$ cat src/rtl/core/torus_point_zbuffer_plot_assert.svh
// Assertion macros for the torus point plotter.
`ifndef TORUS_POINT_ZBUFFER_PLOT_ASSERT_SVH
`define TORUS_POINT_ZBUFFER_PLOT_ASSERT_SVH
`ifndef SYNTHESIS
`define TPZ_ASSERT(label, expr) \
  label: assert property (@(posedge clk) disable iff (rst) expr) \
    else $error("tpz check failed");
`define TPZ_ASSERT_ALWAYS(label, expr) \
  label: assert property (@(posedge clk) expr) \
    else $error("tpz check failed");
`else
`define TPZ_ASSERT(label, expr)
`define TPZ_ASSERT_ALWAYS(label, expr)
`endif
`endif

$ cat src/rtl/core/tpz_pkg.sv
package tpz_pkg;

  localparam int COLS      = 80;
  localparam int ROWS      = 22;
  localparam int CELLS     = COLS * ROWS;
  localparam int ADDR_W    = 11;
  localparam int X_W       = $clog2(COLS);
  localparam int Y_W       = $clog2(ROWS);
  localparam int TMP_W     = 25;
  localparam int DIV_STEPS = 31;
  localparam int REM_W     = 22;
  localparam int CNT_W     = 11;
  localparam logic [3:0] BLANK = 4'd12;

  typedef enum logic [1:0] {
    CMD_CLEAR = 2'd0,
    CMD_PLOT  = 2'd1,
    CMD_READ  = 2'd2,
    CMD_NOP   = 2'd3
  } cmd_t;

  typedef enum logic [2:0] {
    REG_X_CENTER = 3'd0,
    REG_X_SCALE  = 3'd1,
    REG_Y_CENTER = 3'd2,
    REG_Y_SCALE  = 3'd3,
    REG_VIEW     = 3'd4
  } reg_t;

  typedef enum logic [4:0] {
    STEP_P, STEP_Q, STEP_S, STEP_W, STEP_DEN1, STEP_DEN2, STEP_T1, STEP_T2,
    STEP_U1, STEP_U2, STEP_XP1, STEP_XP2, STEP_YP1, STEP_YP2,
    STEP_L1, STEP_L2, STEP_L3, STEP_L4
  } step_t;

  typedef enum logic [3:0] {
    ST_CLR, ST_IDLE, ST_MUL, ST_DIV, ST_SX1, ST_SX2, ST_SY1, ST_SY2,
    ST_POS, ST_RD, ST_CMP, ST_DONE
  } state_t;

  typedef struct packed {
    logic              load;
    logic              mul_en;
    step_t             step;
    logic              div_en;
    logic              div_first;
    logic              scl_mul;
    logic              scl_inv;
    logic              scl_y;
    logic              pos;
    logic              mem_rd;
    logic              mem_cmp;
    logic              clr_we;
    logic [ADDR_W-1:0] clr_addr;
    logic              out_load;
  } ctl_t;

  typedef struct packed {
    logic den_pos;
    logic in_frame;
  } sts_t;

endpackage

$ cat src/rtl/core/tpz_ctrl.sv
`include "torus_point_zbuffer_plot_assert.svh"
module tpz_ctrl (
  input  logic          clk,
  input  logic          rst,
  input  logic          in_valid,
  input  tpz_pkg::cmd_t in_cmd,
  output logic          in_ready,
  input  logic          out_ready,
  output logic          out_valid,
  output tpz_pkg::ctl_t ctl,
  input  tpz_pkg::sts_t sts
);

  tpz_pkg::state_t state, state_next;
  tpz_pkg::step_t  step, step_next;
  logic [tpz_pkg::CNT_W-1:0] cnt, cnt_next;
  logic clr_res, clr_res_next;

  // State, counters
  always_ff @(posedge clk) begin
    if (rst) begin
      state   <= tpz_pkg::ST_CLR;
      step    <= tpz_pkg::STEP_P;
      cnt     <= '0;
      clr_res <= 1'b0;
    end else begin
      state   <= state_next;
      step    <= step_next;
      cnt     <= cnt_next;
      clr_res <= clr_res_next;
    end
  end

  // Result word valid
  always_ff @(posedge clk) begin
    if (rst) begin
      out_valid <= 1'b0;
    end else if (ctl.out_load) begin
      out_valid <= 1'b1;
    end else if (out_ready) begin
      out_valid <= 1'b0;
    end
  end

  // Next state and commands
  always_comb begin
    state_next   = state;
    step_next    = step;
    cnt_next     = cnt;
    clr_res_next = clr_res;
    in_ready     = 1'b0;
    ctl          = '0;
    ctl.step     = step;
    ctl.clr_addr = cnt;
    case (state)
      tpz_pkg::ST_CLR: begin
        ctl.clr_we = 1'b1;
        if (cnt == tpz_pkg::CNT_W'(tpz_pkg::CELLS - 1)) begin
          state_next   = clr_res ? tpz_pkg::ST_DONE : tpz_pkg::ST_IDLE;
          clr_res_next = 1'b0;
          cnt_next     = '0;
        end else begin
          cnt_next = cnt + 1'b1;
        end
      end
      tpz_pkg::ST_IDLE: begin
        in_ready = 1'b1;
        if (in_valid) begin
          ctl.load = 1'b1;
          cnt_next = '0;
          case (in_cmd)
            tpz_pkg::CMD_CLEAR: begin
              state_next   = tpz_pkg::ST_CLR;
              clr_res_next = 1'b1;
            end
            tpz_pkg::CMD_PLOT: begin
              state_next = tpz_pkg::ST_MUL;
              step_next  = tpz_pkg::STEP_P;
            end
            tpz_pkg::CMD_READ: state_next = tpz_pkg::ST_RD;
            default:           state_next = tpz_pkg::ST_DONE;
          endcase
        end
      end
      tpz_pkg::ST_MUL: begin
        ctl.mul_en = 1'b1;
        if (step == tpz_pkg::STEP_L4) begin
          cnt_next   = '0;
          state_next = sts.den_pos ? tpz_pkg::ST_DIV : tpz_pkg::ST_DONE;
        end else begin
          step_next = tpz_pkg::step_t'(step + 1'b1);
        end
      end
      tpz_pkg::ST_DIV: begin
        ctl.div_en    = 1'b1;
        ctl.div_first = (cnt == '0);
        if (cnt == tpz_pkg::CNT_W'(tpz_pkg::DIV_STEPS - 1)) begin
          state_next = tpz_pkg::ST_SX1;
        end else begin
          cnt_next = cnt + 1'b1;
        end
      end
      tpz_pkg::ST_SX1: begin
        ctl.scl_mul = 1'b1;
        state_next  = tpz_pkg::ST_SX2;
      end
      tpz_pkg::ST_SX2: begin
        ctl.scl_inv = 1'b1;
        state_next  = tpz_pkg::ST_SY1;
      end
      tpz_pkg::ST_SY1: begin
        ctl.scl_mul = 1'b1;
        ctl.scl_y   = 1'b1;
        state_next  = tpz_pkg::ST_SY2;
      end
      tpz_pkg::ST_SY2: begin
        ctl.scl_inv = 1'b1;
        ctl.scl_y   = 1'b1;
        state_next  = tpz_pkg::ST_POS;
      end
      tpz_pkg::ST_POS: begin
        ctl.pos    = 1'b1;
        state_next = sts.in_frame ? tpz_pkg::ST_RD : tpz_pkg::ST_DONE;
      end
      tpz_pkg::ST_RD: begin
        ctl.mem_rd = 1'b1;
        state_next = tpz_pkg::ST_CMP;
      end
      tpz_pkg::ST_CMP: begin
        ctl.mem_cmp = 1'b1;
        state_next  = tpz_pkg::ST_DONE;
      end
      tpz_pkg::ST_DONE: begin
        if (!out_valid || out_ready) begin
          ctl.out_load = 1'b1;
          state_next   = tpz_pkg::ST_IDLE;
        end
      end
      default: state_next = tpz_pkg::ST_IDLE;
    endcase
  end

  `TPZ_ASSERT(a_plot_starts, (in_valid && in_ready && in_cmd == tpz_pkg::CMD_PLOT) |=> (state == tpz_pkg::ST_MUL && step == tpz_pkg::STEP_P))
  `TPZ_ASSERT(a_clr_bound, (state == tpz_pkg::ST_CLR) |-> (cnt < tpz_pkg::CNT_W'(tpz_pkg::CELLS)))
  `TPZ_ASSERT(a_div_bound, (state == tpz_pkg::ST_DIV) |-> (cnt < tpz_pkg::CNT_W'(tpz_pkg::DIV_STEPS)))
  `TPZ_ASSERT(a_result_from_done, $rose(out_valid) |-> ($past(state) == tpz_pkg::ST_DONE))
  `TPZ_ASSERT_ALWAYS(a_no_take_in_clear, (state == tpz_pkg::ST_CLR) |-> !in_ready)

endmodule

$ cat config.mk
export PLATFORM = sky130hd
export DESIGN_NAME = tpz_ctrl
export DESIGN_NICKNAME = d
export VERILOG_FILES = /design/src/rtl/core/tpz_pkg.sv /design/src/rtl/core/tpz_ctrl.sv
export VERILOG_INCLUDE_DIRS = /design/src /design/src/rtl/core
export SDC_FILE = /design/constraint.sdc
export NUM_CORES = 1
export LEC_CHECK = 0
export ABC_AREA = 1
export CAP_MARGIN = 30
export CORE_ASPECT_RATIO = 1.25
export CORE_MARGIN = 5
export CORE_UTILIZATION = 63
export DETAILED_ROUTE_END_ITERATION = 10
export DONT_BUFFER_PORTS = 1
export GPL_ROUTABILITY_DRIVEN = 0
export GPL_TIMING_DRIVEN = 0
export PLACE_DENSITY = 0.77
export REMOVE_ABC_BUFFERS = 1
export SLEW_MARGIN = 15
export SYNTH_ARGS = -nofsm -noshare
export SYNTH_HDL_FRONTEND = slang
export SYNTH_SLANG_ARGS = --single-unit
$ cat constraint.sdc
create_clock -name clk -period 1.8 [get_ports clk]
set_input_delay 0.54 -clock clk [delete_from_list [all_inputs] [get_ports clk]]
set_output_delay 0.54 -clock clk [all_outputs]
set_load 0.05 [all_outputs]
==> results of run 1 <==
==> critical path: cells and delay by family, from the launching register on <==
kind | cells | cell delay, ns
and+or+nand+nor | 4 | 0.94
DFF | 1 | 0.44
==> timing repair <==
action                                  in CTS  in global routing
buffers inserted                            10                 10
pin swaps                                   20                 26
gates resized for setup                     58                 56
gates cloned                                 1                  0
endpoints found under the setup margin      33                 34
==> cell type report <==
type	instances	share of cell area
multi-input combinational	208	0.594
sequential	22	0.213
timing repair buffer	20	0.0886
inverter	39	0.0694
tap	33	0.0186
clock buffer	4	0.0164
==> metal layers <==
metal  routed length [um]  global-route usage
met4                  359               0.134
met2                 3010               0.469
met3                  511              0.0465
met1                 2140               0.251
met5                    0                   0
==> per-stage QoR <==
stage | hold slack [ns] | total power [mW] | setup WS (ns) | cell area (um2)
2_1_floorplan | 0.433 | 0.564 | -0.490 | 1620
3_3_place_gp | 0.451 | 0.571 | -0.660 | 1670
3_5_place_dp | 0.449 | 0.573 | -0.656 | 1670
4_1_cts | 0.265 | 0.849 | -0.400 | 1950
5_1_grt | 0.224 | 0.898 | -0.531 | 2220
6_report | 0.233 | 0.873 | -0.467 | 2220
==> where the power goes <==
group | switching, mW | total [mW] | internal, mW
clock network | 0.179 | 0.304 | 0.124
logic | 0.0276 | 0.0461 | 0.0185
registers | 0.0338 | 0.524 | 0.490
==> synth_stat cells <==
master	count	area [um2]
a21oi_1	19	95.1
a21oi_2	1	8.76
buf_6	1	11.3
clkbuf_1	1	3.75
dfxtp_1	22	440
ha_1	5	62.6
inv_1	37	139
inv_2	2	7.51
nand2_1	74	278
nand2_2	4	25.0
nand2_4	3	33.8
nand3_1	24	120
nand3_2	1	10.0
nand3_4	1	17.5
nand3b_1	1	7.51
nand4_1	5	31.3
nor2_1	42	158
nor2_4	6	67.6
nor3_1	6	30.0
o21ai_0	9	45.0
or2_0	1	6.26
or2_2	1	6.26
xnor2_1	1	8.76
xor2_1	3	26.3
==> logic make-up (layout without fill, tap and decap cells) <==
family | Yosys count | count (layout) | share of synthesized area
AND/OR/NAND/NOR | 169 | 170 | 0.482
buffers and inverters | 41 | 63 | 0.0985
AO/OA/AOI/OAI | 29 | 29 | 0.0908
flip-flops | 22 | 22 | 0.269
adder cells (fa/ha/maj) | 5 | 5 | 0.0382
XOR/XNOR | 4 | 4 | 0.0214
==> worst max-delay path by stage <==
stage	start	endpoint	slack [ns]	cells after the start
CTS	state[3]	ctl[16]	-0.40	4
finish	state[0]	ctl[19]	-0.47	4
floorplan	state[1]	ctl[19]	-0.49	4
global route	state[0]	ctl[19]	-0.53	4
detailed placement	state[1]	ctl[19]	-0.66	4
global placement	state[1]	ctl[19]	-0.66	4
==> placed cells by master (no fill, tap or decap), drive strengths merged <==
master and instances:
inv 39, clkbuf 4, ha 5, xor2 3, o21ai 9, nor2 49
nand3b 1, buf 20, xnor2 1, nor3 6, dfxtp 22, a21oi 20
nand3 26, or2 2, nand2 81, nand4 5
==> flip-flops by register name, indices dropped and copies added (netlist names) <==
register	count
cnt	11
state	4
step	5
out_valid	1
clr_res	1
==> impl_metrics.tcl, run 1 <==
set metrics [dict create \
    outcome "complete, but fails checks" \
    violations "setup timing" \
    dpl.cell_count 301 \
    syn-cell-area_um2 1640 \
    critPathMaxStageDelay_ns 0.44 \
    cellPowerDensity_nw_per_um2 394 \
    cp_common_cell "nor2_4" \
    critPathKind "register to output pin" \
    worstRegToRegCells 11 \
    final_antenna_net_count 0 \
    hold_viol_final 0 \
    ys_warn_count 0 \
    worstReg2RegStart "state[3]" \
    min_path_cells 1 \
    die_h_um 67.0 \
    synth_cells 270 \
    endpoint_kind "output pin" \
    numCtsBuffers 3 \
    multi_input_area_um2 1320 \
    hp-class "input pin to register" \
    finish.utilization 0.895 \
    wirelength_um 6020 \
    rsz0062_at_grt "yes" \
    arrival_ns 1.73 \
    finalSetupTns_ns -7.45 \
    drcViolationCount 0 \
    start_util 0.662 \
    area_growth_pct 35.3 \
    critPathSlowestCell "dfxtp_4" \
    ys_ff_latch 22 \
    regToRegEndpoint "step[0]" \
    fin_skew_ns 0.0152 \
    cts_buffer_depth 2 \
    worstPathMaxFanout 7 \
    grt_max_degree 16 \
    startpoint_type "register" \
    clock.fmax_mhz 441 \
    layout-drive-gt1-share 0.392 \
    postCtsHoldBufs 0 \
    cts_tree "done" \
    grtUsageTotal 0.246 \
    finalSetupViolCount 34 \
    worst_slack_ns -0.467 \
    antenna_found_initial 0 \
    vdd_ir_drop_max_mv 0.390 \
    synth.distinct_cells 24 \
    htreeDepth 1 \
    p_leak_nw 0.901 \
    firstDrtPassIters 5 \
    grt.overflow.total 0 \
    fin_crit_ns 2.27 \
    wl_per_cell_um 18.5 \
    core_area_um2 2480 \
    cp.required_ns 1.26 \
    grt_pass1_vias 1726 \
    dp_hpwl_um 2890 \
    holdPathEnd "step[3]" \
    syn-mean-instance-area_um2 6.07 \
    num_antenna_cells 0 \
    r2r_setup_slack_ns -0.35 \
    fp.dieArea_um2 3730 \
    num_rows 20 \
    grt_pass1_wl_um 7310 \
    io_pins 38 \
    portBuffers 0 \
    maxCapViolations 0 \
    crit_chain "nand2_8 > nor2_4 > nand2_2 > nor2_4" \
    stdcell_count 326 \
    min-delay-start "rst" \
    root_buffer "clkbuf_4" \
    finalCritPeriodShare 1.26 \
    cts.sinks 22 \
    relSlewSlack 0.508 \
    clk_pin_slew_worst_paths_ns 0.14 \
    dieWidth_um 55.6 \
    via_per_inst 6.27 \
    fill_cells 107 \
    worst_pin_slew_ns 0.737 \
    layout.nets 307 \
    num_vias 2044 \
    seq_area_um2 473 \
    ys_seq_area_frac 0.269 \
    insertion_delay_ns 0.34 \
    drt_iter0_drc 159 \
    drv_slew 0 \
]
No activity file was read; power rests on OpenSTA's default activity.
==> run 2, diff against run 1 <==
CORE_UTILIZATION = 65   (was 63)
PLACE_DENSITY = 0.79   (was 0.77)
SETUP_SLACK_MARGIN = 0.2   (was unset)
TNS_END_PERCENT = 1   (was unset)
clock period = 2.9 ns   (was 1.8 ns; I/O delays follow)
==> impl_metrics.tcl, run 2 (synthesized netlist as in run 1, its figures left out) <==
set metrics [dict create \
    drcViolationCount 0 \
    worstPathMaxFanout 7 \
    rsz0062_at_grt "yes" \
    drv_slew 0 \
    finalCritPeriodShare 0.942 \
    wirelength_um 3800 \
    core_area_um2 2430 \
    final_antenna_net_count 0 \
    critPathSlowestCell "dfxtp_1" \
    postCtsSetupBuffers 0 \
    critPathMaxStageDelay_ns 0.48 \
    outcome "finished, final reports clean" \
    fin_skew_ns 0.00480 \
    grt_max_degree 16 \
    grt_pass1_vias 1551 \
    crit_buf_inv 0 \
    crit_cells 4 \
    place_ws_ns 0.115 \
    crit_chain "nand2_2 > nor2_4 > nand2_1 > nor2_4" \
    worstRegToRegCells 10 \
    maxCapViolations 0 \
    firstDrtPassIters 4 \
    grtUsageTotal 0.236 \
    numCtsBuffers 3 \
    dieWidth_um 54.9 \
    cts.sinks 22 \
    antenna_found_initial 0 \
    cts_buffer_depth 2 \
    final_cell_mix "nand2_1 (73), nor2_1 (40), inv_1 (37)" \
    cp.required_ns 2.03 \
    drt_iter0_drc 34 \
    startpoint_type "register" \
    fin_crit_ns 2.73 \
    power_mw 0.591 \
    hp-class "register to register" \
    hold_viol_final 0 \
    die_h_um 66.1 \
    regToRegEndpoint "cnt[9]" \
    finish.utilization 0.721 \
    postCtsHoldBufs 0 \
    finalSetupTns_ns 0 \
    largest_reg_flops 11 \
    clk_pin_slew_worst_paths_ns 0.13 \
    cp_common_cell "nor2_4" \
    vdd_ir_drop_max_mv 0.297 \
    num_vias 1661 \
    r2r_setup_slack_ns 0.62 \
    num_antenna_cells 0 \
    worstReg2RegStart "cnt[0]" \
    worst_slack_ns 0.168 \
    cts_tree "done" \
    fp.dieArea_um2 3630 \
    layout-drive-gt1-share 0.102 \
    insertion_delay_ns 0.32 \
    fill_cells 231 \
    final_common_cell "nand2_1" \
    finalSetupViolCount 0 \
    cp-endpoint "ctl[19]" \
    start_util 0.675 \
    top_regs "cnt (11), step (5), state (4)" \
    dp_hpwl_um 2860 \
    largest_register "cnt" \
    worst_pin_slew_ns 0.950 \
    via_per_inst 5.39 \
    cellPowerDensity_nw_per_um2 338 \
    relSlewSlack 0.364 \
    root_buffer "clkbuf_4" \
    clock.fmax_mhz 366 \
    portBuffers 0 \
    num_rows 20 \
    critical-path-top-delay-family "simple AND/OR/NAND/NOR gates" \
    htreeDepth 1 \
    fin_area_um2 1750 \
    layout.nets 289 \
    place_area_um2 1670 \
    startpoint "state[1]" \
    arrival_ns 1.86 \
    wl_per_cell_um 12.3 \
    p_leak_nw 0.759 \
    area_growth_pct 6.79 \
    critPathKind "register to output pin" \
    grt_pass1_wl_um 6510 \
    grt.overflow.total 0 \
    endpoint_kind "output pin" \
    io_pins 38 \
]
[run 2: cell count changes in the layout (fill, tap and decap cells not counted), sizes merged]
cell    change
clkbuf      +1
buf        -19
bufinv      +1
nor2        -1
[run 2: routing by layer]
metal / up-vias / global-route usage / wire length [um]
li1: 861 / - / -
met1: 756 / 0.275 / 1610
met2: 39 / 0.414 / 1900
met3: 5 / 0.0451 / 241
met4: 0 / 0.0790 / 45
met5: - / 0 / 0
[run 2: worst reg2reg max path: stages, from the launching register on]
cell and delay (ns):
dfxtp_1 0.81, inv_1 0.20, ha_1 0.24, inv_1 0.05, nor2_1 0.05, nand3_2 0.11
nor2_4 0.05, nor2_4 0.28, nand2_1 0.16, nand2_1 0.19, nor2_1 0.07
[run 2: worst min-delay path by stage]
stage | start | slack, ns | endpoint | depth (start not counted)
5_1_grt | clr_res | 0.52 | clr_res | 2
6_report | clr_res | 0.47 | clr_res | 2
3_5_place_dp | clr_res | 0.45 | clr_res | 2
4_1_cts | clr_res | 0.47 | clr_res | 2
2_1_floorplan | clr_res | 0.43 | clr_res | 2
3_3_place_gp | clr_res | 0.45 | clr_res | 2
[run 2: area by class of cell]
type,instances,area [um2],area share
repair buffers,3,15.0,0.00858
inverters,39,146,0.0836
clock inverters,1,30.0,0.0172
flip-flops and latches,22,440,0.252
multi-input cells,207,1050,0.603
clock buffers,3,22.5,0.0129
well taps,33,41.3,0.0236
[run 2: what timing repair did]
item,4_1_cts,5_1_grt
pin swaps,1,2
gates resized for setup,3,1
endpoints found under the setup margin,5,5
[run 2: power breakdown]
part,switching (mW),total [mW],internal (mW)
clock network,0.101,0.241,0.140
logic,0.0135,0.0230,0.00958
registers,0.0209,0.327,0.306
total,0.136,0.591,0.455
[run 2: stage by stage]
| stage | std cells | hold WS (ns) |
|---|---|---|
| global placement | 301 | 0.451 |
| CTS | 305 | 0.474 |
| floorplan | 268 | 0.433 |
| detailed placement | 301 | 0.455 |
| finish | 308 | 0.471 |
| global route | 308 | 0.518 |
==> run 3, diff against run 2 <==
RECOVER_POWER = 25   (was unset)
==> impl_metrics.tcl, run 3 (synthesized netlist as in run 1, its figures left out) <==
set metrics [dict create \
    outcome "finished, final reports clean" \
    finalSetupViolCount 0 \
    p_leak_nw 0.757 \
    crit_buf_inv 0 \
    postCtsSetupBuffers 0 \
    cts.sinks 22 \
    p_sw_frac 0.229 \
    relSlewSlack 0.365 \
    final_cell_mix "nand2_1 (74), nor2_1 (40), inv_1 (37)" \
    dieWidth_um 54.9 \
    fin_skew_ns 0.00540 \
    pwr-share-seq 0.554 \
    drcViolationCount 0 \
    arrival_ns 1.87 \
    cp.required_ns 2.03 \
    grt.overflow.total 0 \
    final_common_cell "nand2_1" \
    cp_common_cell "nor2_4" \
    worstPathMaxFanout 7 \
    vdd_ir_drop_max_mv 0.296 \
    firstDrtPassIters 4 \
    area_growth_pct 6.03 \
    final_antenna_net_count 0 \
    top_regs "cnt (11), step (5), state (4)" \
    numCtsBuffers 3 \
    finalCritPeriodShare 0.946 \
    p_sw_mw 0.135 \
    htreeDepth 1 \
    crit_chain "nand2_2 > nor2_4 > nand2_1 > nor2_4" \
    critical-path-top-delay-family "simple AND/OR/NAND/NOR gates" \
    internal_power_mw 0.455 \
    via_per_inst 5.36 \
    worst_pin_slew_ns 0.949 \
    start_util 0.675 \
    crit_cells 4 \
    cts_tree "done" \
    worstRegToRegCells 7 \
    dp_hpwl_um 2860 \
    num_rows 20 \
    largest_reg_flops 11 \
    critPathMaxStageDelay_ns 0.49 \
    startpoint_type "register" \
    grt_pass1_wl_um 6510 \
    stdcell_count 308 \
    drv_slew 0 \
    maxCapViolations 0 \
    rsz0062_at_grt "yes" \
    portBuffers 0 \
    critPathKind "register to output pin" \
    clock.fmax_mhz 364 \
    drt_iter0_drc 35 \
    cts_buffer_depth 2 \
    largest_register "cnt" \
    dpl.cell_count 301 \
    num_vias 1651 \
    pwr-share-clk 0.407 \
    postCtsHoldBufs 0 \
    io_pins 38 \
    endpoint_kind "output pin" \
    wirelength_um 3810 \
    fin_crit_ns 2.74 \
    layout.nets 289 \
    cp-endpoint "ctl[19]" \
    fp.dieArea_um2 3630 \
    p_comb_frac 0.039 \
    grtUsageTotal 0.236 \
    antenna_found_initial 0 \
    worstReg2RegStart "state[1]" \
    wl_per_cell_um 12.4 \
    insertion_delay_ns 0.32 \
    regToRegEndpoint "step[1]" \
    cellPowerDensity_nw_per_um2 340 \
    core_area_um2 2430 \
    grt_max_degree 16 \
    r2r_setup_slack_ns 0.61 \
    root_buffer "clkbuf_4" \
    clk_pin_slew_worst_paths_ns 0.13 \
    num_antenna_cells 0 \
    die_h_um 66.1 \
    layout-drive-gt1-share 0.0982 \
    critPathSlowestCell "dfxtp_1" \
    hp-class "register to register" \
    startpoint "state[1]" \
    hold_viol_final 0 \
    fill_cells 234 \
    finish.utilization 0.716 \
    grt_pass1_vias 1551 \
]
run 3: cell counts in the layout (fill, tap and decap cells not counted):
Identical to the previous run, type by type.
run 3: final cells by class:
cell class / instances / area [um2] / area share
clock buffers: 3 / 22.5 / 0.0130
clock inverters: 1 / 30.0 / 0.0173
inverters: 39 / 146 / 0.0842
multi-input cells: 207 / 1040 / 0.600
flip-flops and latches: 22 / 440 / 0.253
well taps: 33 / 41.3 / 0.0238
repair buffers: 3 / 15.0 / 0.00864
run 3: worst min path at each step:
stage	from	to	slack [ns]	cells past startpoint
after floorplan	clr_res	clr_res	0.43	2
after global placement	clr_res	clr_res	0.45	2
after detailed placement	clr_res	clr_res	0.45	2
after CTS	clr_res	clr_res	0.47	2
after global routing	clr_res	clr_res	0.52	2
final	clr_res	clr_res	0.47	2
run 3: power by group through the flow:
stage,combinational [mW],sequential (mW),clock [mW]
2_1_floorplan,0.0187,0.331,0
3_3_place_gp,0.0214,0.334,0
3_5_place_dp,0.0217,0.334,0
4_1_cts,0.0231,0.327,0.243
5_1_grt,0.0271,0.328,0.259
6_report,0.0231,0.327,0.240
run 3: repair_timing:
action                                  CTS  global route
endpoints found under the setup margin    5             5
gates cloned                              0             0
resized for setup                         3             1
pin swaps                                 1             2
run 3: per-layer routing:
layer | global-route usage | share of wire | vias to the layer above
li1 | - | - | 859
met1 | 0.275 | 0.43 | 749
met2 | 0.414 | 0.50 | 38
met3 | 0.0451 | 0.060 | 5
met4 | 0.0790 | 0.012 | 0
met5 | 0 | 0 | -
run 3: worst reg2reg max path: cells and delay by family (launching register included):
kind,cells,cell delay (ns)
AO/OA/AOI/OAI,1,0.27
flip-flops,1,0.49
AND/OR/NAND/NOR,6,1.45
run 3: metrics by stage:
step | power [mW] | setup TNS (ns) | area (um2) | setup slack, ns | hold slack [ns]
2_1_floorplan | 0.350 | 0 | 1620 | 0.00483 | 0.433
3_3_place_gp | 0.355 | -0.0450 | 1670 | -0.0450 | 0.451
3_5_place_dp | 0.355 | 0 | 1670 | 0.115 | 0.455
4_1_cts | 0.593 | 0 | 1730 | 0.0871 | 0.474
5_1_grt | 0.615 | 0 | 1740 | 0.0436 | 0.518
6_report | 0.590 | 0 | 1740 | 0.156 | 0.472
